===== config.mk =====
export PLATFORM = sky130hd
export DESIGN_NAME = mcopa_front_flat
export DESIGN_NICKNAME = d
export VERILOG_FILES = /design/src/rtl/core/mcopa_pkg.sv /design/src/rtl/core/mcopa_if.sv /design/src/rtl/core/mcopa_front.sv /design/src/flat_wrapper.sv
export SDC_FILE = /design/constraint.sdc
export NUM_CORES = 2
export LEC_CHECK = 0
export ABC_CLOCK_PERIOD_IN_PS = 5900
export BUFFER_PORTS_ARGS = -buffer_cell sky130_fd_sc_hd__buf_2
export CAP_MARGIN = 20
export CORE_AREA = 5 5 284 231
export CTS_BUF_LIST = sky130_fd_sc_hd__clkbuf_8 sky130_fd_sc_hd__clkbuf_16
export CTS_CLUSTER_SIZE = 20
export DETAILED_ROUTE_END_ITERATION = 6
export DIE_AREA = 0 0 289 236
export PLACE_DENSITY = 0.79
export SYNTH_ARGS = -nofsm -noshare
export SYNTH_HDL_FRONTEND = slang
export SYNTH_SLANG_ARGS = --single-unit

===== constraint.sdc =====
create_clock -name clk_i -period 5.9 [get_ports clk_i]
set_input_delay 1.18 -clock clk_i [delete_from_list [all_inputs] [get_ports clk_i]]
set_output_delay 1.18 -clock clk_i [all_outputs]
set_load 0.01 [all_outputs]

===== src/rtl/core/mcopa_pkg.sv =====
// shared types and constants of the option payoff averager
// no dependencies

package mcopa_pkg;

  typedef enum logic [2:0] {
    REG_SPOT   = 3'd0,
    REG_STRIKE = 3'd1,
    REG_DRIFT  = 3'd2,
    REG_VOL    = 3'd3,
    REG_DISC   = 3'd4,
    REG_SPB    = 3'd5
  } cfg_reg_e;

  localparam logic [31:0]        SpotReset   = 32'd6553600;
  localparam logic [31:0]        StrikeReset = 32'd6553600;
  localparam logic signed [31:0] DriftReset  = 32'sd23488102;
  localparam logic [30:0]        VolReset    = 31'd67108864;
  localparam logic [31:0]        DiscReset   = 32'd3886247592;
  localparam logic [20:0]        SpbReset    = 21'd5000;

  localparam int XW = 35;
  localparam int CNT_W = 21;
  localparam int ACC_W = 53;

  localparam logic [30:0]          Log2eQ30  = 31'd1549082005;
  localparam logic [29:0]          Ln2Q30    = 30'd744261118;
  localparam logic signed [36:0]   ExpClamp  = 37'sh0_2_0000_0000;
  localparam logic signed [35:0]   TOffset   = 36'sh4_0000_0000;
  localparam logic [3:0]           SeriesTerms = 4'd12;
  localparam logic [31:0]          Unit30    = 32'h4000_0000;
  localparam logic [31:0]          PriceMax  = 32'hFFFF_FFFF;

  typedef struct packed {
    logic [31:0]        spot;
    logic [31:0]        strike;
    logic signed [31:0] drift;
    logic [30:0]        vol;
    logic [31:0]        disc;
    logic [20:0]        spb;
  } cfg_t;

endpackage


===== src/rtl/core/mcopa_if.sv =====
// handshake channels of the option payoff averager
// no dependencies

interface mcopa_sample_if;
  logic               valid;
  logic               ready;
  logic signed [31:0] gauss_sample;
  modport source (output valid, gauss_sample, input ready);
  modport sink (input valid, gauss_sample, output ready);
endinterface



===== src/rtl/core/mcopa_front.sv =====
// front end: takes samples, forms the clamped exponent and queues it
// depends on mcopa_pkg, mcopa_if

module mcopa_front import mcopa_pkg::*; (
  input  logic              clk_i,
  input  logic              rst_ni,
  input  cfg_t              cfg_i,
  mcopa_sample_if.sink      sample_if,
  output logic              push_o,
  output logic [XW-1:0]     push_x_o,
  input  logic              full_i
);

  logic                  s1_v_q;
  logic                  neg_q;
  logic [62:0]           prod_q;
  logic                  fire;
  logic [31:0]           mag;
  logic signed [36:0]    drift_ext, pe, x_raw;

  assign push_o          = s1_v_q && !full_i;
  assign sample_if.ready = !s1_v_q || !full_i;
  assign fire            = sample_if.valid && sample_if.ready;

  assign mag = sample_if.gauss_sample[31] ? (~sample_if.gauss_sample + 32'd1)
                                          : sample_if.gauss_sample;

  assign drift_ext = 37'(cfg_i.drift);
  assign pe        = $signed({2'b00, prod_q[62:28]});
  assign x_raw     = neg_q ? drift_ext - pe : drift_ext + pe;

  always_comb begin
    if (x_raw > ExpClamp) begin
      push_x_o = XW'(ExpClamp);
    end else if (x_raw < -ExpClamp) begin
      push_x_o = XW'(-ExpClamp);
    end else begin
      push_x_o = x_raw[XW-1:0];
    end
  end

  always_ff @(posedge clk_i or negedge rst_ni) begin
    if (!rst_ni) begin
      s1_v_q <= 1'b0;
    end else if (fire) begin
      s1_v_q <= 1'b1;
    end else if (push_o) begin
      s1_v_q <= 1'b0;
    end
  end

  always_ff @(posedge clk_i) begin
    if (fire) begin
      neg_q  <= sample_if.gauss_sample[31];
      prod_q <= {32'b0, cfg_i.vol} * {31'b0, mag};
    end
  end

endmodule


===== src/flat_wrapper.sv =====
// flat-port wrapper written by rule: the top's interface ports become plain ports
module mcopa_front_flat import mcopa_pkg::*;
  (clk_i, rst_ni, cfg_i, push_o, push_x_o, full_i, sample_if_valid, sample_if_gauss_sample, sample_if_ready);
  mcopa_sample_if sample_if_i ();
  input  logic clk_i;
  input  logic rst_ni;
  input  cfg_t cfg_i;
  output logic push_o;
  output logic [XW-1:0] push_x_o;
  input  logic full_i;
  input wire logic [$bits(sample_if_i.valid)-1:0] sample_if_valid;
  input wire logic [$bits(sample_if_i.gauss_sample)-1:0] sample_if_gauss_sample;
  output wire logic [$bits(sample_if_i.ready)-1:0] sample_if_ready;
  assign sample_if_i.valid = sample_if_valid;
  assign sample_if_i.gauss_sample = sample_if_gauss_sample;
  assign sample_if_ready = sample_if_i.ready;
  mcopa_front u_core (.clk_i(clk_i), .rst_ni(rst_ni), .cfg_i(cfg_i), .sample_if(sample_if_i), .push_o(push_o), .push_x_o(push_x_o), .full_i(full_i));
endmodule

=== Word-level counts from Yosys, hierarchy flattened ===
Index checks and enable logic that the tools add are counted.
Widths: inputs -> output; s select.

* Register bits after elaboration: 65
* Bits in latches: 0
* RAM bits: 0
* ROM bits: 0
* Input bits: 216
* Output and inout bits: 37
* Word-level logic and storage cells: 22
* Memories kept: 0

* Add/subtract/negate cells: 3
* Multipliers: 1
* Divide/modulo/power cells: 0
* $lt $le $gt $ge: 2
* Eq/ne operators: 0
* Shift-type cells: 0
* Multiplexer cells: 6
* Bitwise logic cells: 1
* Reductions and logical operators: 6

{| class="wikitable"
|+ Operators by type and width
! kind !! number
|-
| $mux 35 || 2
|-
| $mul 31x32->63 || 1
|-
| $add 32x36->37 || 1
|-
| $gt 37x35->1 const B || 1
|-
| $lt 37x34->1 const B || 1
|-
| $mux 37 || 1
|-
| $sub 32x36->37 || 1
|-
| $add 32x1->32 const B || 1
|-
| $mux 32 || 1
|-
| $not 32->32 || 1
|-
| $logic_and 1x1->1 || 2
|-
| $logic_not 1->1 || 2
|-
| $mux 1 || 2
|-
| $reduce_bool 2->1 || 1
|-
| $logic_or 1x1->1 || 1
|}

=== Longest topological paths before layout ===
* Depth after elaboration: 5
* Mapped depth: 37
* Gate-level depth less buffers: 35

=== Worst setup path before layout ===
Ideal clock, no wire load.

* Path type: input-to-reg
* Start: input sample_if_gauss_sample[0]
* End: register u_core.prod_q[61] (data pin)
* Library setup time: 0.195 ns
* Arrival time: 10.276 ns
* Data required time: 5.705 ns
* Setup slack: -4.571 ns
* Stages on the path: 31
* Path buffers: 1
* Cells stage by stage: or3_1 -> or3_1 -> or3_4 -> or3_4 -> or4_4 -> o41a_1 -> xor2_1 -> clkbuf_1 -> nand2_1 -> fa_1 -> fa_1 -> fa_1 -> inv_1 -> fa_1 -> fa_1 -> fa_1 -> fa_1 -> inv_1 -> fa_1 -> inv_1 -> ha_1 -> a21o_1 -> a21o_1 -> a221oi_1 -> nand3_1 -> a31oi_1 -> o31ai_1 -> a21oi_1 -> o31ai_1 -> or4_1 -> o311ai_0

* Cells in the longest elaborated chain, start to end: 4

{| class="wikitable"
|+ RTL lines
! item !! RTL line !! text
|-
| from (decl) || flat_wrapper.sv:12 || <nowiki>input wire logic [$bits(sample_if_i.gauss_sample)-1:0] sample_if_gauss_sample;</nowiki>
|-
| $not 32->32 || mcopa_front.sv:25 || <nowiki>assign mag = sample_if.gauss_sample[31] ? (~sample_if.gauss_sample + 32'd1)</nowiki>
|-
| $add 32x1->32 || mcopa_front.sv:25 ||
|-
| $mux 32 (*) || mcopa_front.sv:25 ||
|-
| $mul 31x32->63 (*) || mcopa_front.sv:55 || <nowiki>prod_q <= {32'b0, cfg_i.vol} * {31'b0, mag};</nowiki>
|-
| to (signal assigned) || mcopa_front.sv:55 ||
|-
| to (decl) || mcopa_front.sv:16 || <nowiki>logic [62:0] prod_q;</nowiki>
|}

Every way passes the cells marked *; elsewhere a longest branch is shown, timed or not.
A chain may end at the register's enable or synchronous reset.

=== Final worst setup path ===
Same ends and word-level chain as after synthesis.

==> qor.txt <==
Yosys cell types - 71
Max H-tree Level - 2
Final Slew Violations - 0
Slowest CP cell - fa_1
Final Skew - 0.00182 ns
Sink Count - 37
Initial antenna violation count - 8
Root Driver - clkbuf_16
Leading area contributor after synthesis - fa_1
Synth warn - 0
Nets - 5,904
WHS Path Cells - 2
Commonest non-fill, non-tap cell in the layout - fa_1
I/O pins - 253
Max cap viols - 0
First-pass GRT wire length - 163,000 µm
Post-synthesis mux area share - 0.172%
EDFF count, synth - 36
Cell Count, Final, Fillers Out - 5,374
Worst setup margin - -4.48 ns
Synth area leaders - fa_1 (48%), ha_1 (10%), and2_1 (9.2%)
Post-Syn Area - 36,400 µm²
Num rows - 82
Vias in the first global route - 31.4k
Avg Cell Area, Syn - 8.90 µm²
Failing checks - negative setup slack
Fillers - 4,452
Net Count, Synth - 5,459
Final worst path period share - 176%
Synth Area in XOR/XNOR - 3.06%
CP Launch Type - input port
Post-synth top flop - edfxtp_1
Largest stage delay, worst path - 0.58 ns
Relative slew slack - 50.1%
Hold Fails Final Rpt - 0
DR DRC count - 0
Synth Area in Simple Gates - 19.0%
Commonest non-fill, non-tap cells in the layout - fa_1 (841), inv_1 (836), nand2_1 (544)
Synth Area in Adders - 57.7%
WS Path Type - in2reg
Slew @ Worst Pin - 0.744 ns
DIE AREA - 68,200 µm²
Routed Antenna Nets - 0
CTS Buf Count - 5
Routed vias - 29.7k
Starting Density - 58.5%
Vias per cell - 5.54
Post-route cell area - 43,300 µm²
CP endpoint kind - flop
Detail Placement HPWL - 87,800 µm
Status - finished with violations
First-pass DRT Iterations - 5
Worst r2r path cells - 3
Worst min path class - reg2reg
Post-Route WL - 102,000 µm
Flops & latches, synth - 37
Synthesized instance count - 4,086
Worst path most repeated cell - fa_1
Yosys top cell area share - 47.7%
Grt ovf - 0
Die Y - 236 µm
Final min period - 10.38 ns
Worst path required time - 6.01 ns
Wirelength per Cell - 19.1 µm
CP arrival - 10.49 ns
Synth Area in Compound Gates - 5.85%
Largest net degree at the start of global routing - 37
Die X-Extent - 289 µm
TritonCTS clock tree - built
Placed cell area - 41,400 µm²
Tot GR Track Use - 29.8%
Worst Path Max Fanout - 4
Post-synthesis sequential area ratio - 3.04%
Layout cells sized above 1 - 20.6%
Area delta synth->final - 19.2%
Clock buffer depth - 2
Final RePlAce weighted congestion - 0.977
Dpl cells - 5,315
CORE AREA - 62,200 µm²
Port buffer count - 135
DR iter-0 viols - 2,573
Max Fclk - 96.3 MHz
Post-synth ARST share - 2.70%
Worst-Skew Late Latency - 0.28 ns
Worst-path clk slew - 0.05 ns
Dominant combinational cell family by area after synthesis - adder cells
RSZ-0062 raised after global routing - yes
Final setup viols - 44
worst max-delay path: cells and delay by family:
family                   cells  cell delay (ns)
AO/OA/AOI/OAI                9             1.68
buffers and inverters        6             0.58
AND/OR/NAND/NOR              8             2.48
XOR/XNOR                     1             0.21
adder cells (fa/ha/maj)      9             4.35
cell usage after synthesis (3+ instances only):
| master | count |
|---|---|
| nor2b_1 | 6 |
| clkbuf_1 | 219 |
| a221o_1 | 3 |
| a2111oi_0 | 3 |
| nand2_1 | 554 |
| or3_1 | 13 |
| xnor2_1 | 83 |
| a211oi_1 | 8 |
| buf_2 | 6 |
| a21o_1 | 55 |
| a41oi_1 | 4 |
| o211ai_1 | 9 |
| mux2i_1 | 4 |
| a31o_2 | 4 |
| nor4_1 | 8 |
| a21oi_1 | 85 |
| nand2b_1 | 12 |
| nor2_1 | 82 |
| a211o_1 | 4 |
| edfxtp_1 | 36 |
| and3_1 | 16 |
| o311ai_0 | 3 |
| o21bai_1 | 9 |
| a31oi_1 | 11 |
| o31a_1 | 3 |
| fa_1 | 866 |
| xor2_1 | 44 |
| ha_1 | 291 |
| nand3_1 | 61 |
| or4_1 | 7 |
| o31ai_1 | 14 |
| and2_1 | 534 |
| a311oi_1 | 3 |
| o21ai_0 | 53 |
| o41ai_1 | 3 |
| a41o_1 | 5 |
| inv_1 | 850 |
| o21a_1 | 16 |
| nor3_1 | 27 |
| a221oi_1 | 4 |
| and4_1 | 7 |
| nand4_1 | 24 |
final timing paths:
kind,start,to,slack [ns]
max,sample_if_gauss_sample[0],u_core.prod_q[61],-4.48
min,u_core.s1_v_q,u_core.s1_v_q,0.51
max reg2reg,u_core.s1_v_q,u_core.prod_q[30],4.56
min reg2reg,u_core.s1_v_q,u_core.s1_v_q,0.51
max in group asynchronous,rst_ni,u_core.s1_v_q,5.16
min in group asynchronous,rst_ni,u_core.s1_v_q,0.66
timing repair:
item / 4_1_cts / 5_1_grt
pin swaps: 93 / 121
cloned: 2 / 1
buffers inserted: 33 / 28
hold buffers: 0 / 0
endpoints found under the setup margin: 69 / 69
resized for setup: 143 / 176
final cells by class:
cell class                      count  area (µm²)  area share (%)
Antenna cell                        2        5.00          0.0115
Clock buffer                        5         125           0.289
Clock inverter                      3        17.5          0.0404
Inverter                          850        3190            7.37
Multi-Input combinational cell   2971       32800            75.7
Sequential cell                    37        1110            2.55
Tap cell                          840        1050            2.43
Timing Repair Buffer              666        5030            11.6
kinds of logic after synthesis:
family / count (synthesis)
AND/OR/NAND/NOR: 1365
adder cells (fa/ha/maj): 1157
flip-flops: 37
AO/OA/AOI/OAI: 316
buffers and inverters: 1078
XOR/XNOR: 127
multiplexers: 6
metrics by stage:
step | hold slack (ns) | setup slack [ns] | TNS [ns] | util (%)
6_report | 0.509 | -4.48 | -145.80 | 69.7
3_5_place_dp | 0.501 | -4.96 | -160.42 | 66.5
4_1_cts | 0.515 | -4.52 | -145.25 | 68.2
2_1_floorplan | 0.539 | -4.26 | -133.98 | -
3_3_place_gp | 0.487 | -4.75 | -153.41 | 66.5
5_1_grt | 0.558 | -4.69 | -159.20 | 69.7
state kept, by name, indices dropped and copies added (netlist names):
name,count
u_core.prod_q,35
u_core.s1_v_q,1
u_core.neg_q,1
routing by layer:
layer  wire [µm]  global-route usage [%]  part of all wire, %
met2       44900                    45.0                   44
met4        2450                    6.18                  2.4
met1       41300                    41.5                   40
met3       13700                    11.3                   13
met5          92                       0                0.090
Power is not shown: default switching activity piles up to over one toggle a cycle in this logic, so the estimate is an artifact.
