<file path="config.mk">
export PLATFORM = sky130hd
export DESIGN_NAME = mcopa_fifo
export DESIGN_NICKNAME = d
export VERILOG_FILES = /design/src/rtl/core/mcopa_fifo.sv
export SDC_FILE = /design/constraint.sdc
export NUM_CORES = 1
export LEC_CHECK = 0
export ABC_CLOCK_PERIOD_IN_PS = 3200
export BUFFER_PORTS_ARGS = -buffer_cell sky130_fd_sc_hd__buf_2
export CORE_UTILIZATION = 45
export CTS_CLUSTER_SIZE = 16
export DETAILED_ROUTE_END_ITERATION = 8
export PLACE_DENSITY_LB_ADDON = 0.25
export SLEW_MARGIN = 15
export SYNTH_ARGS = -nofsm -noshare
export SYNTH_HDL_FRONTEND = slang
export SYNTH_SLANG_ARGS = --single-unit
</file>
<file path="constraint.sdc">
create_clock -name clk_i -period 3.2 [get_ports clk_i]
set_input_delay 0.64 -clock clk_i [delete_from_list [all_inputs] [get_ports clk_i]]
set_output_delay 0.64 -clock clk_i [all_outputs]
set_load 0.02 [all_outputs]
</file>
<file path="src/rtl/core/mcopa_fifo.sv">
// small queue between the exponent front end and the pricing back end
// no dependencies

module mcopa_fifo #(
  parameter int WIDTH = 35,
  parameter int DEPTH = 4
) (
  input  logic             clk_i,
  input  logic             rst_ni,
  input  logic             push_i,
  input  logic [WIDTH-1:0] push_data_i,
  output logic             full_o,
  input  logic             pop_i,
  output logic [WIDTH-1:0] pop_data_o,
  output logic             empty_o
);

  localparam int PW = (DEPTH > 1) ? $clog2(DEPTH) : 1;

  logic [WIDTH-1:0] mem_q [DEPTH];
  logic [PW-1:0]    wr_q, wr_d, rd_q, rd_d;
  logic [PW:0]      cnt_q, cnt_d;

  assign full_o     = (cnt_q == (PW+1)'(DEPTH));
  assign empty_o    = (cnt_q == '0);
  assign pop_data_o = mem_q[rd_q];

  always_comb begin
    wr_d  = wr_q;
    rd_d  = rd_q;
    cnt_d = cnt_q;
    if (push_i) begin
      wr_d = (wr_q == PW'(DEPTH - 1)) ? '0 : wr_q + 1'b1;
    end
    if (pop_i) begin
      rd_d = (rd_q == PW'(DEPTH - 1)) ? '0 : rd_q + 1'b1;
    end
    if (push_i && !pop_i) begin
      cnt_d = cnt_q + 1'b1;
    end else if (pop_i && !push_i) begin
      cnt_d = cnt_q - 1'b1;
    end
  end

  always_ff @(posedge clk_i or negedge rst_ni) begin
    if (!rst_ni) begin
      wr_q  <= '0;
      rd_q  <= '0;
      cnt_q <= '0;
    end else begin
      wr_q  <= wr_d;
      rd_q  <= rd_d;
      cnt_q <= cnt_d;
    end
  end

  always_ff @(posedge clk_i) begin
    if (push_i) begin
      mem_q[wr_q] <= push_data_i;
    end
  end

endmodule

</file>
Word level (Yosys, flattened, before mapping). Memories as Yosys holds them, arrays and structs flattened. Cells that the tools add are included.

Register bits after elaboration: 7. Memory bits (writable): 140. Output and inout port bits: 37. Logic and storage cells: 23. Memories kept: 1.

Memories: mem_q (depth 4, bits a word 35, read ports 1, clocked after memory_dff 0, write ports 1, line 20) `logic [WIDTH-1:0] mem_q [DEPTH];`.

$add $sub $neg: 4. Equal/unequal tests: 3. Multiplexer cells: 6. Reduce and logical (&&, ||, !) cells: 6.

Operator list (count): two-way mux 3 bit (2); adder 2 x 1 -> 2 bit, second input constant (2); == test 2 bit, second input constant (2); two-way mux 2 bit (2); adder 3 x 1 -> 3 bit, second input constant (1); == test 3 bit, second input constant (1); logical NOT 3 bit (1); subtractor 3 x 1 -> 3 bit, second input constant (1); logical AND 1 bit (2); logical NOT 1 bit (2); two-way mux 1 bit (2); nonzero test 2 bit (1).

Depth between registers and ports, before layout. Gate-level depths: netlist of the first run.

Depth after elaboration: 4. Mapped depth: 7. Depth with buffers taken out: 7.

Least setup slack after synthesis of the first run. No wires, ideal clock.

Path type: in2reg. Start: input port push_i. End: memory mem_q[3][0] (enable). Library setup time: 0.395 ns. Data arrival time: 1.502 ns. Required time: 2.805 ns. Slack: 1.303 ns. Stages: 1. Buffers on the path: 0. Path through: and2_1.

Longest elaborated chain between the ends: 2.

RTL lines: start, declared (line 10) `input logic push_i,`; two-way mux 1 bit (line 58) `if (push_i) begin`; two-way mux 1 bit (implied by the code) (line 59) `mem_q[wr_q] <= push_data_i;`; end, declared (line 20).

No other way between the ends.

Final worst setup path of the first run.
Start: register rd_q[1]. End: output port pop_data_o[34].

Longest elaborated chain between the ends: 1.

RTL lines: start, declared (line 21) `logic [PW-1:0] wr_q, wr_d, rd_q, rd_d;`; start signal, assigned (line 52) `rd_q <= rd_d;`; memory (4 x 35 bit); end, declared (line 14) `output logic [WIDTH-1:0] pop_data_o,`.

No other way between the ends.

==> results of run 1 <==
==> metal layers <==
layer / GRT usage / part of all wire / vias up
li1: - / - / 1120
met3: 0.05249 / 0.055 / 7
met2: 0.2584 / 0.50 / 66
met4: 0.05600 / 0.0048 / 0
met5: 0 / 0 / -
met1: 0.1912 / 0.44 / 1305
==> worst paths after layout <==
kind / cells after the start / slack, ps / end / from
worst max-delay path: 2 / 560 / pop_data_o[34] / rd_q[1]$_DFFE_PN0P_
worst min-delay path: 1 / 70 / wr_q[0]$_DFFE_PN0P_ / rst_ni
worst max register to register: 4 / 1450 / mem_q[2][34]$_DFFE_PP_ / wr_q[0]$_DFFE_PN0P_
worst min register to register: 1 / 520 / cnt_q[2]$_DFFE_PN0P_ / cnt_q[2]$_DFFE_PN0P_
max in group asynchronous: 1 / 2940 / rd_q[1]$_DFFE_PN0P_ / rst_ni
min in group clk_i: 1 / 450 / mem_q[3][1]$_DFFE_PP_ / push_data_i[1]
==> power breakdown <==
part / total, mW / switching [mW] / internal (mW)
Clock: 1.95 / 0.732 / 1.22
Sequential: 2.70 / 0.220 / 2.48
Combinational: 1.71 / 0.933 / 0.778
==> layout by cell type, fill, tap and decap left out, types with 2 or more instances in the layout <==
master                         n
sky130_fd_sc_hd__ha_1          6
sky130_fd_sc_hd__xor2_1        2
sky130_fd_sc_hd__buf_2        75
sky130_fd_sc_hd__clkbuf_16    17
sky130_fd_sc_hd__nand2_1       2
sky130_fd_sc_hd__o21ai_0       2
sky130_fd_sc_hd__mux2_2        3
sky130_fd_sc_hd__clkinv_2      2
sky130_fd_sc_hd__dfrtp_1       5
sky130_fd_sc_hd__bufinv_16     3
sky130_fd_sc_hd__clkinvlp_4    4
sky130_fd_sc_hd__nor2_1        3
sky130_fd_sc_hd__clkinv_4      2
sky130_fd_sc_hd__mux4_2       28
sky130_fd_sc_hd__mux4_1        7
sky130_fd_sc_hd__inv_1         4
sky130_fd_sc_hd__and2_2        4
sky130_fd_sc_hd__buf_4         8
sky130_fd_sc_hd__edfxtp_1    140
sky130_fd_sc_hd__dfrtp_2       2
==> worst reg2reg max path, cell delays in order, from the launching register on <==
cell	delay (ps)
sky130_fd_sc_hd__dfrtp_1	410
sky130_fd_sc_hd__inv_1	100
sky130_fd_sc_hd__ha_1	140
sky130_fd_sc_hd__and2_2	510
sky130_fd_sc_hd__buf_4	300
==> registers in the layout, summed over array words and instances, names as in the netlist <==
signal	flops
cnt_q	3
mem_q	140
rd_q	2
wr_q	2
==> cells by family after synthesis <==
logic type / Yosys count / synth area share
AO/OA/AOI/OAI: 2 / 0.001813
XOR/XNOR: 3 / 0.004760
adder cells (fa/ha/maj): 7 / 0.01722
buffers and inverters: 12 / 0.01926
flip-flops: 147 / 0.7931
multiplexers: 38 / 0.1536
AND/OR/NAND/NOR: 11 / 0.01020
==> per-stage QoR <==
step           utilization  hold slack, ps  worst slack [ps]  power (mW)  cell area (sq um)
2_1_floorplan            -           344.4              1303       3.976               5522
3_3_place_gp        0.5081           487.4             957.5       4.469               6077
3_5_place_dp        0.5081           492.1             949.7       4.493               6077
4_1_cts             0.5573           60.21             519.5       6.437               6666
5_1_grt             0.5573           57.74             457.7       6.647               6666
6_report            0.5575           73.52             559.8       6.359               6669
==> cell type report <==
cell class	instances	area, sq um	share of cell area
sequential	147	4382	0.6570
multi-input combinational	61	1041	0.1561
timing repair buffer	84	455.4	0.06829
clock buffer	18	429.2	0.06435
tap	147	183.9	0.02758
clock inverter	13	160.2	0.02402
inverter	4	15.01	0.002251
antenna	1	2.502	0.0003752
==> out/results.env, run 1 <==
DETAIL-ROUTE-ANTENNA-NETS=0
SYNTH_TOP_AREA_CELL='sky130_fd_sc_hd__edfxtp_1'
YOSYS_WARNINGS=0
DR.PASS1.ITERS=4
FRACTION_OF_REGISTERS_WITH_ASYNC_SET_RESET=0.04762
DESIGN.PORTCOUNT=76
WORST_SLEW_PIN_SLEW_PS=922.5
VDD_DROP_MAX_mV=0.3884
POWER.STATIC_LEAKAGE_nW=2.363
SYNTH_ENABLE_FLOP_CELLS=140
INSTANCES_NO_FILL=475
SETUP_TNS_PS=0
MAX-CAP-VIOLATIONS=0
CP-END-KIND='primary output'
SLEW_VIOLATIONS=0
WORST_EP_ARRIVAL_TIME_PS=2000
DIE_WD_UM=112.8
FINAL_MIN_PERIOD_OVER_CLOCK_PERIOD=0.8251
CTS_TREE='built'
LIST_OF_CELLS_TRAVERSED_BY_THE_CRITICAL_PATH='mux4_1 -> buf_2'
POSTCTSRESIZEDCELLS=0
NETLIST-CELL-TYPE-COUNT=19
ROUTED_VIAS_INST=5.259
WORST_HOLD_PATH_CLASS='input pin to asynchronous set/reset pin'
DRT-TOTAL-WL_UM=8982
ANTENNA_VIOLATIONS_BEFORE_REPAIR=1
DIE_HEIGHT_UM=112.8
POST-ROUTE-MIN-PERIOD_PS=2640
YOSYSSEQAREASHARE=0.7931
MAX_STAGE_DELAY_PS=970
SYNTH_NETS=266
GRT_FIRST_PASS_WIRELENGTH_UM=14190
FINAL_NETS=361
CRITICAL_PATH.TOP_DELAY_FAMILY='flip-flops'
DIE_AREA_SQ_UM=12720
COMMONEST_CELLS_IN_THE_SYNTHESIZED_NETLIST='sky130_fd_sc_hd__edfxtp_1, sky130_fd_sc_hd__mux4_2, sky130_fd_sc_hd__dfrtp_1, sky130_fd_sc_hd__mux4_1, sky130_fd_sc_hd__ha_1'
SETUP_VIOL=0
NETLIST_TOP_CELLS_AREA='sky130_fd_sc_hd__edfxtp_1, sky130_fd_sc_hd__mux4_2, sky130_fd_sc_hd__mux4_1'
SYNTH_TOP_AREA_SHARE=0.7614
NUMBER_OF_DRC_MARKERS_AFTER_THE_INITIAL_DETAILED_ROUTE_ITERATION=162
LAYOUT.FILLER_CELLS=906
TIMING.SETUP.CRITICAL_PATH_CLASS='register to primary output'
GPL.FINAL_WEIGHTED_CONGESTION=0.6397
AREA.GROWTH.SYNTH_TO_FINAL_PCT=20.78
FIRST_GLOBAL_VIAS=2639
WORSTSKEWPAIRLATENCY_PS=400
FINCLKSKEW_PS=10.89
CORE_SQ_UM=11960
CTS_BUFFERS=17
HOLD_VIOL_FINAL=0
YOSYS.CELL_COUNT.TOP_TYPE='sky130_fd_sc_hd__edfxtp_1'
ROOT_BUFFER='sky130_fd_sc_hd__clkbuf_16'
CTS.REPORTEDPATHS.CLKPINSLEW_PS=60
POST_SYNTH.CELL_AREA_AVG_SQ_UM=25.10
YOSYS_REGISTER_BITS=147
CRITICAL_PATH.SLOWEST_CELL='sky130_fd_sc_hd__dfrtp_2'
CTS_BUFFER_DEPTH=2
GLOBALROUTEOVERFLOWTOTAL=0
DP.CELLS=443
POWER_DENSITY_nW_PER_UM2=953.5
GROUTE.USAGE.OVERALL=0.1555
MAX_SLEW_HEADROOM_AT_THE_WORST_PIN=0.3850
WORST_SETUP_PATH_START_KIND='register'
CTS.HTREE.LEVELS=4
CRITICAL_PATH_FANOUTS_MAX=37
POSTCTSSETUPBUFFERS=0
GRT_START_MAX_NET_PINS=38
GRT_SETUP_UNREPAIRED='false'
SYN_INST=220
NUMPORTBUFFERS=75
WORST_EP_REQUIRED_TIME_PS=2560
NUM_ROWS=40
YS.FLOP_TYPE='sky130_fd_sc_hd__edfxtp_1'
TOTAL_DRC_ERRORS_IN_THE_ROUTED_LAYOUT=0
POST-DP-HPWL_UM=5632
CRITPATHBUFINV=1
POSTCTSHOLDBUFS=0
FINAL_LAYOUT_SIZE_SUFFIX_GT1_FRAC=0.4587
STATUS='finished clean'
DRT-WIRELENGTH-PER-CELL_UM=18.91
SYN-CELL-AREA_SQ_UM=5522
START_UTIL=0.4616
DETAILROUTE.VIA_COUNT=2498
TRITONCTS_NUM_SINKS=147
MAX_CLOCK_FREQ_MHz=378.8
No activity file was read; power rests on OpenSTA's default activity.
==> run 2, diff against run 1 <==
Settings changed: ABC_CLOCK_PERIOD_IN_PS 3200 to 2500.
Clock period 3.2 ns to 2.5 ns, I/O delays scaled along.
==> run 2 against run 1 <==
Compared with the run above:
- clock power is 8% higher
- non-clock buffer count is 7 higher
- flip-flop and latch count stayed put
- sequential power is 26% higher
- design area is 0.62% higher
- global-route usage is 0.34 points higher
- first-iteration DRC count is 22% lower
- worst setup slack worse by 450 ps
- total power is 25% higher
==> out/results.env, run 2 (synthesized netlist as in run 1, its figures left out) <==
WORST_SLEW_PIN_SLEW_PS=457.0
POST-DP-HPWL_UM=5699
DIE_AREA_SQ_UM=12720
GLOBALROUTEMET3UTIL=0.06052
DP_WORST_SETUP_SLACK_PS=369.6
CORE_SQ_UM=11960
MAX_CLOCK_FREQ_MHz=418.4
TIMING.SETUP.CRITICAL_PATH_CLASS='register to primary output'
TOTAL_DRC_ERRORS_IN_THE_ROUTED_LAYOUT=0
ROUTED_VIAS_INST=5.212
WORST_EP_REQUIRED_TIME_PS=2000
SLEW_VIOLATIONS=0
CRIT_PATH_FROM='rd_q[0]$_DFFE_PN0P_'
GRT_FIRST_PASS_WIRELENGTH_UM=14200
VDD_DROP_MAX_mV=0.6676
NUM_ROWS=40
ROOT_BUFFER='sky130_fd_sc_hd__clkbuf_16'
MULTI_INPUT_AREA_SQ_UM=1041
R2R_SETUP_SLACK_PS=830
NUMPORTBUFFERS=75
DETAIL-ROUTE-ANTENNA-NETS=0
DRT-TOTAL-WL_UM=9192
GRT_START_MAX_NET_PINS=30
PLACEMENT.CELL_AREA_SQ_UM=6160
DRT-WIRELENGTH-PER-CELL_UM=19.07
WORST_SETUP_PATH_START_KIND='register'
FINAL_NETS=368
START_UTIL=0.4616
LAYOUT_SETUP_WS_PS=110.2
DESIGN_AREA_SQ_UM=6710
GRT_SETUP_UNREPAIRED='false'
LARGEST_REGISTER_FFS=140
FINCLKSKEW_PS=9.523
CTS_BUFFER_DEPTH=2
SETUP_VIOL=0
FINAL_MIN_PERIOD_OVER_CLOCK_PERIOD=0.9559
FINALPOWER_mW=7.958
GLOBALROUTEOVERFLOWTOTAL=0
FINAL_COMMON_CELL='sky130_fd_sc_hd__edfxtp_1'
GPL.FINAL_WEIGHTED_CONGESTION=0.6906
DIE_WD_UM=112.8
FIRST_GLOBAL_VIAS=2612
NUMBER_OF_DRC_MARKERS_AFTER_THE_INITIAL_DETAILED_ROUTE_ITERATION=127
CTS_TREE='built'
DESIGN.PORTCOUNT=76
TRITONCTS_NUM_SINKS=147
WORSTSKEWPAIRLATENCY_PS=420
MAX_SLEW_HEADROOM_AT_THE_WORST_PIN=0.6954
SETUP_TNS_PS=0
LARGEST-REGISTER='mem_q'
CRITICAL_PATH_FANOUTS_MAX=11
ANTENNA_VIOLATIONS_BEFORE_REPAIR=1
CTS.REPORTEDPATHS.CLKPINSLEW_PS=50
CTS_BUFFERS=17
MAX-CAP-VIOLATIONS=0
STATUS='finished clean'
GRT.MET1_USAGE=0.1938
LAYOUT.FILLER_CELLS=902
CP-END-KIND='primary output'
DR.PASS1.ITERS=4
HOLD_VIOL_FINAL=0
GROUTE.LAYER.MET2.USAGE=0.2486
FINAL_LAYOUT_SIZE_SUFFIX_GT1_FRAC=0.4491
CTS.HTREE.LEVELS=4
SEQ_AREA_SQ_UM=4384
DETAILROUTE.VIA_COUNT=2512
POST-ROUTE-MIN-PERIOD_PS=2390
WORST_EP_ARRIVAL_TIME_PS=1890
TIMING.HOLD.WORST.START='push_data_i[17]'
DIE_HEIGHT_UM=112.8
WORST_HOLD_PATH_CLASS='input pin to register'
REGISTERS_WITH_THE_MOST_FLIP_FLOPS='mem_q (140), cnt_q (3)'
GROUTE.USAGE.OVERALL=0.1589
POWER.STATIC_LEAKAGE_nW=2.390
POWER_DENSITY_nW_PER_UM2=1186
GRT_MOST_USED_LAYER='met2'
AREA.GROWTH.SYNTH_TO_FINAL_PCT=21.53
MOST-COMMON-LAYOUT-CELLS='sky130_fd_sc_hd__edfxtp_1, sky130_fd_sc_hd__buf_2, sky130_fd_sc_hd__mux4_2, sky130_fd_sc_hd__clkbuf_16, sky130_fd_sc_hd__buf_12'
R2R-START='wr_q[0]$_DFFE_PN0P_'
-- run 2: metal layers --
metal | vias to the layer above | routed length, um | share of wire
li1 | 1130 | - | -
met1 | 1302 | 3942 | 0.43
met2 | 64 | 4556 | 0.50
met3 | 16 | 521 | 0.057
met4 | 0 | 172 | 0.019
met5 | - | 0 | 0
-- run 2: worst paths after layout --
check                                         end  cells past startpoint
min in group asynchronous     wr_q[1]$_DFFE_PN0P_                      2
min                        mem_q[0][17]$_DFFE_PP_                      1
max reg2reg                mem_q[2][19]$_DFFE_PP_                      4
min reg2reg                  cnt_q[2]$_DFFE_PN0P_                      1
max in group asynchronous     rd_q[0]$_DFFE_PN0P_                      2
max                                pop_data_o[28]                      3
-- run 2: worst max-delay path, stage by stage, from the launching register on --
cell and delay, ps:
sky130_fd_sc_hd__dfrtp_4 570, sky130_fd_sc_hd__buf_12 150, sky130_fd_sc_hd__mux4_1 570, sky130_fd_sc_hd__buf_2 180
-- run 2: timing repair --
item | in CTS | in global routing
endpoints found under the setup margin | 25 | 4
setup buffers | 0 | 5
hold endpoints to repair | 7 | 0
pin swaps | 0 | 0
hold buffers | 1 | 0
gates resized for setup | 1 | 0
-- run 2: metrics by stage --
| step | cells | hold slack [ps] | utilization |
|---|---|---|---|
| detailed placement | 444 | 357.4 | 0.5150 |
| CTS | 476 | 284.2 | 0.5566 |
| global placement | 444 | 349.9 | 0.5150 |
| finish | 482 | 295.6 | 0.5610 |
| floorplan | 220 | 204.4 | - |
| global route | 481 | 286.3 | 0.5608 |
-- run 2: power by group --
group          leakage [nW]  internal (mW)  total [mW]  switching (mW)
clock network         0.244           1.24        2.10           0.866
logic                 0.780           1.16        2.46            1.30
registers              1.37           3.17        3.39           0.218
total                  2.39           5.57        7.96            2.38
-- run 2: layout make-up --
type | instances | share of cell area
well taps | 147 | 0.02741
clock inverters | 9 | 0.006153
repair buffers | 91 | 0.08913
clock buffers | 22 | 0.06619
multi-input cells | 61 | 0.1551
flip-flops and latches | 147 | 0.6534
diodes | 1 | 0.0003729
inverters | 4 | 0.002238
==> run 3, diff against run 2 <==
--- a/config.mk
+++ b/config.mk
@@ -10,3 +10,3 @@
 export CORE_UTILIZATION = 45
-export CTS_CLUSTER_SIZE = 16
+export CTS_CLUSTER_SIZE = 8
 export DETAILED_ROUTE_END_ITERATION = 8
--- a/constraint.sdc
+++ b/constraint.sdc
@@ -3,2 +3,2 @@
 set_output_delay 0.5 -clock clk_i [all_outputs]
-set_load 0.02 [all_outputs]
+set_load 0.05 [all_outputs]
==> run 3 against run 2 <==
Compared with the run above:
- flip-flop and latch count did not move
- cell count fell by 0.62%
- total power rose by 14%
- highest routed layer unchanged
==> out/results.env, run 3 (synthesized netlist as in run 1, its figures left out) <==
R2R-START='wr_q[0]$_DFFE_PN0P_'
DETAIL-ROUTE-ANTENNA-NETS=0
POWER.STATIC_LEAKAGE_nW=2.406
GLOBALROUTEOVERFLOWTOTAL=0
DIE_AREA_SQ_UM=12720
SETUP_TNS_PS=0
CTS_BUFFERS=17
REGISTERS_WITH_THE_MOST_FLIP_FLOPS='mem_q (140), cnt_q (3)'
DRT-TOTAL-WL_UM=8991
HOLD_PATH_STAGES=1
WORST_SLEW_PIN_SLEW_PS=446.5
SLEW_VIOLATIONS=0
DIE_WD_UM=112.8
WORST_EP_ARRIVAL_TIME_PS=1880
DIE_HEIGHT_UM=112.8
NUM_ROWS=40
CP-END-KIND='primary output'
TIMING.HOLD.WORST.START='push_data_i[2]'
WORST_HOLD_PATH_CLASS='input pin to register'
LARGEST_REGISTER_FFS=140
GRT_FIRST_PASS_WIRELENGTH_UM=14300
R2R_SETUP_SLACK_PS=860
START_UTIL=0.4616
ROUTED_VIAS_INST=5.159
LARGEST-REGISTER='mem_q'
M1WIRELENGTH_UM=4049
AREA.GROWTH.SYNTH_TO_FINAL_PCT=22.50
TIMING.SETUP.CRITICAL_PATH_CLASS='register to primary output'
WORST_SETUP_PATH_START_KIND='register'
CORE_SQ_UM=11960
GRT_START_MAX_NET_PINS=32
GROUTE.USAGE.OVERALL=0.1595
TOP_METAL_USED='met4'
NUMPORTBUFFERS=75
MOST-COMMON-LAYOUT-CELLS='sky130_fd_sc_hd__edfxtp_1, sky130_fd_sc_hd__buf_2, sky130_fd_sc_hd__mux4_2, sky130_fd_sc_hd__clkbuf_16, sky130_fd_sc_hd__mux4_1'
TRITONCTS_NUM_SINKS=147
SETUP_VIOL=0
GPL.FINAL_WEIGHTED_CONGESTION=0.6716
CTS.HTREE.LEVELS=4
NUMBER_OF_DRC_MARKERS_AFTER_THE_INITIAL_DETAILED_ROUTE_ITERATION=112
FINAL_NETS=365
HOLD_VIOL_FINAL=0
ROOT_BUFFER='sky130_fd_sc_hd__clkbuf_16'
FIRST_GLOBAL_VIAS=2634
GRT_SETUP_UNREPAIRED='false'
STATUS='finished clean'
DETAILROUTE.VIA_COUNT=2471
POWER_DENSITY_nW_PER_UM2=1345
FINCLKSKEW_PS=8.652
WORSTSKEWPAIRLATENCY_PS=410
CRITICAL_PATH_FANOUTS_MAX=24
CTS_BUFFER_DEPTH=2
TOTAL_DRC_ERRORS_IN_THE_ROUTED_LAYOUT=0
MAX_CLOCK_FREQ_MHz=421.0
DESIGN.PORTCOUNT=76
POST-ROUTE-MIN-PERIOD_PS=2375
MAX_SLEW_HEADROOM_AT_THE_WORST_PIN=0.7023
CTS.REPORTEDPATHS.CLKPINSLEW_PS=60
CRIT_PATH_FROM='rd_q[0]$_DFFE_PN0P_'
DR.PASS1.ITERS=5
WORST_EP_REQUIRED_TIME_PS=2000
FINAL_MIN_PERIOD_OVER_CLOCK_PERIOD=0.9502
FINAL_CORE_UTILIZATION=0.5655
POSTCTSRESIZEDCELLS=0
FINAL_COMMON_CELL='sky130_fd_sc_hd__edfxtp_1'
FINAL_LAYOUT_SIZE_SUFFIX_GT1_FRAC=0.4683
MET2_WIRELENGTH_UM=4350
CTS_TREE='built'
POST-DP-HPWL_UM=5700
RR_WORST_DEPTH=4
VDD_DROP_MAX_mV=0.5276
ANTENNA_VIOLATIONS_BEFORE_REPAIR=1
DRT-WIRELENGTH-PER-CELL_UM=18.77
MET3WIRELENGTH_UM=517
MAX-CAP-VIOLATIONS=0
-- run 3: changes by cell type in the layout (fill, tap and decap cells not counted), sizes merged --
cell      before  now
inv            4    5
clkinv         9    7
clkbuf        22   17
bufinv         0    3
clkinvlp       0    3
buf           90   87
-- run 3: report_power, final --
group / internal (mW) / switching (mW)
clock: 1.56 / 0.928
combinational: 1.09 / 2.19
sequential: 3.17 / 0.164
-- run 3: what timing repair did --
action,in CTS,in global routing
endpoints found under the hold margin,7,0
setup buffers,2,0
endpoints found under the setup margin,25,0
hold buffers,1,0
-- run 3: stage by stage --
stage	cells	setup WS, ps	hold slack, ps	power [mW]	area (sq um)
2_1_floorplan	220	400.8	204.4	5.970	5522
3_3_place_gp	444	352.5	350.5	6.657	6147
6_report	479	124.6	308.4	9.095	6764
3_5_place_dp	444	337.5	357.1	6.697	6147
4_1_cts	478	98.65	293.4	9.215	6761
5_1_grt	478	25.24	284.2	9.493	6761
-- run 3: routing by layer --
metal,up-vias,global-route usage
li1,1134,-
met1,1267,0.1988
met4,0,0.05867
met3,7,0.06909
met5,-,0
met2,63,0.2498
-- run 3: area by class of cell --
type                       instances  area (sq um)
multi-input combinational         61          1041
timing repair buffer              88         550.5
inverter                           4         15.01
fill                             889          5197
clock buffer                      17         425.4
antenna                            1         2.502
tap                              147         183.9
sequential                       147          4382
clock inverter                    14         163.9
-- run 3: final timing paths --
check                                          to
hold reg to reg              cnt_q[2]$_DFFE_PN0P_
setup reg to reg           mem_q[2][25]$_DFFE_PP_
min in group asynchronous    cnt_q[0]$_DFFE_PN0P_
max in group asynchronous     rd_q[0]$_DFFE_PN0P_
hold / removal              mem_q[0][2]$_DFFE_PP_
setup / recovery                   pop_data_o[17]
-- run 3: critical path: stages (launching register included) --
cell	delay, ps
sky130_fd_sc_hd__dfrtp_2	420
sky130_fd_sc_hd__buf_12	220
sky130_fd_sc_hd__mux4_1	580
sky130_fd_sc_hd__buf_2	230
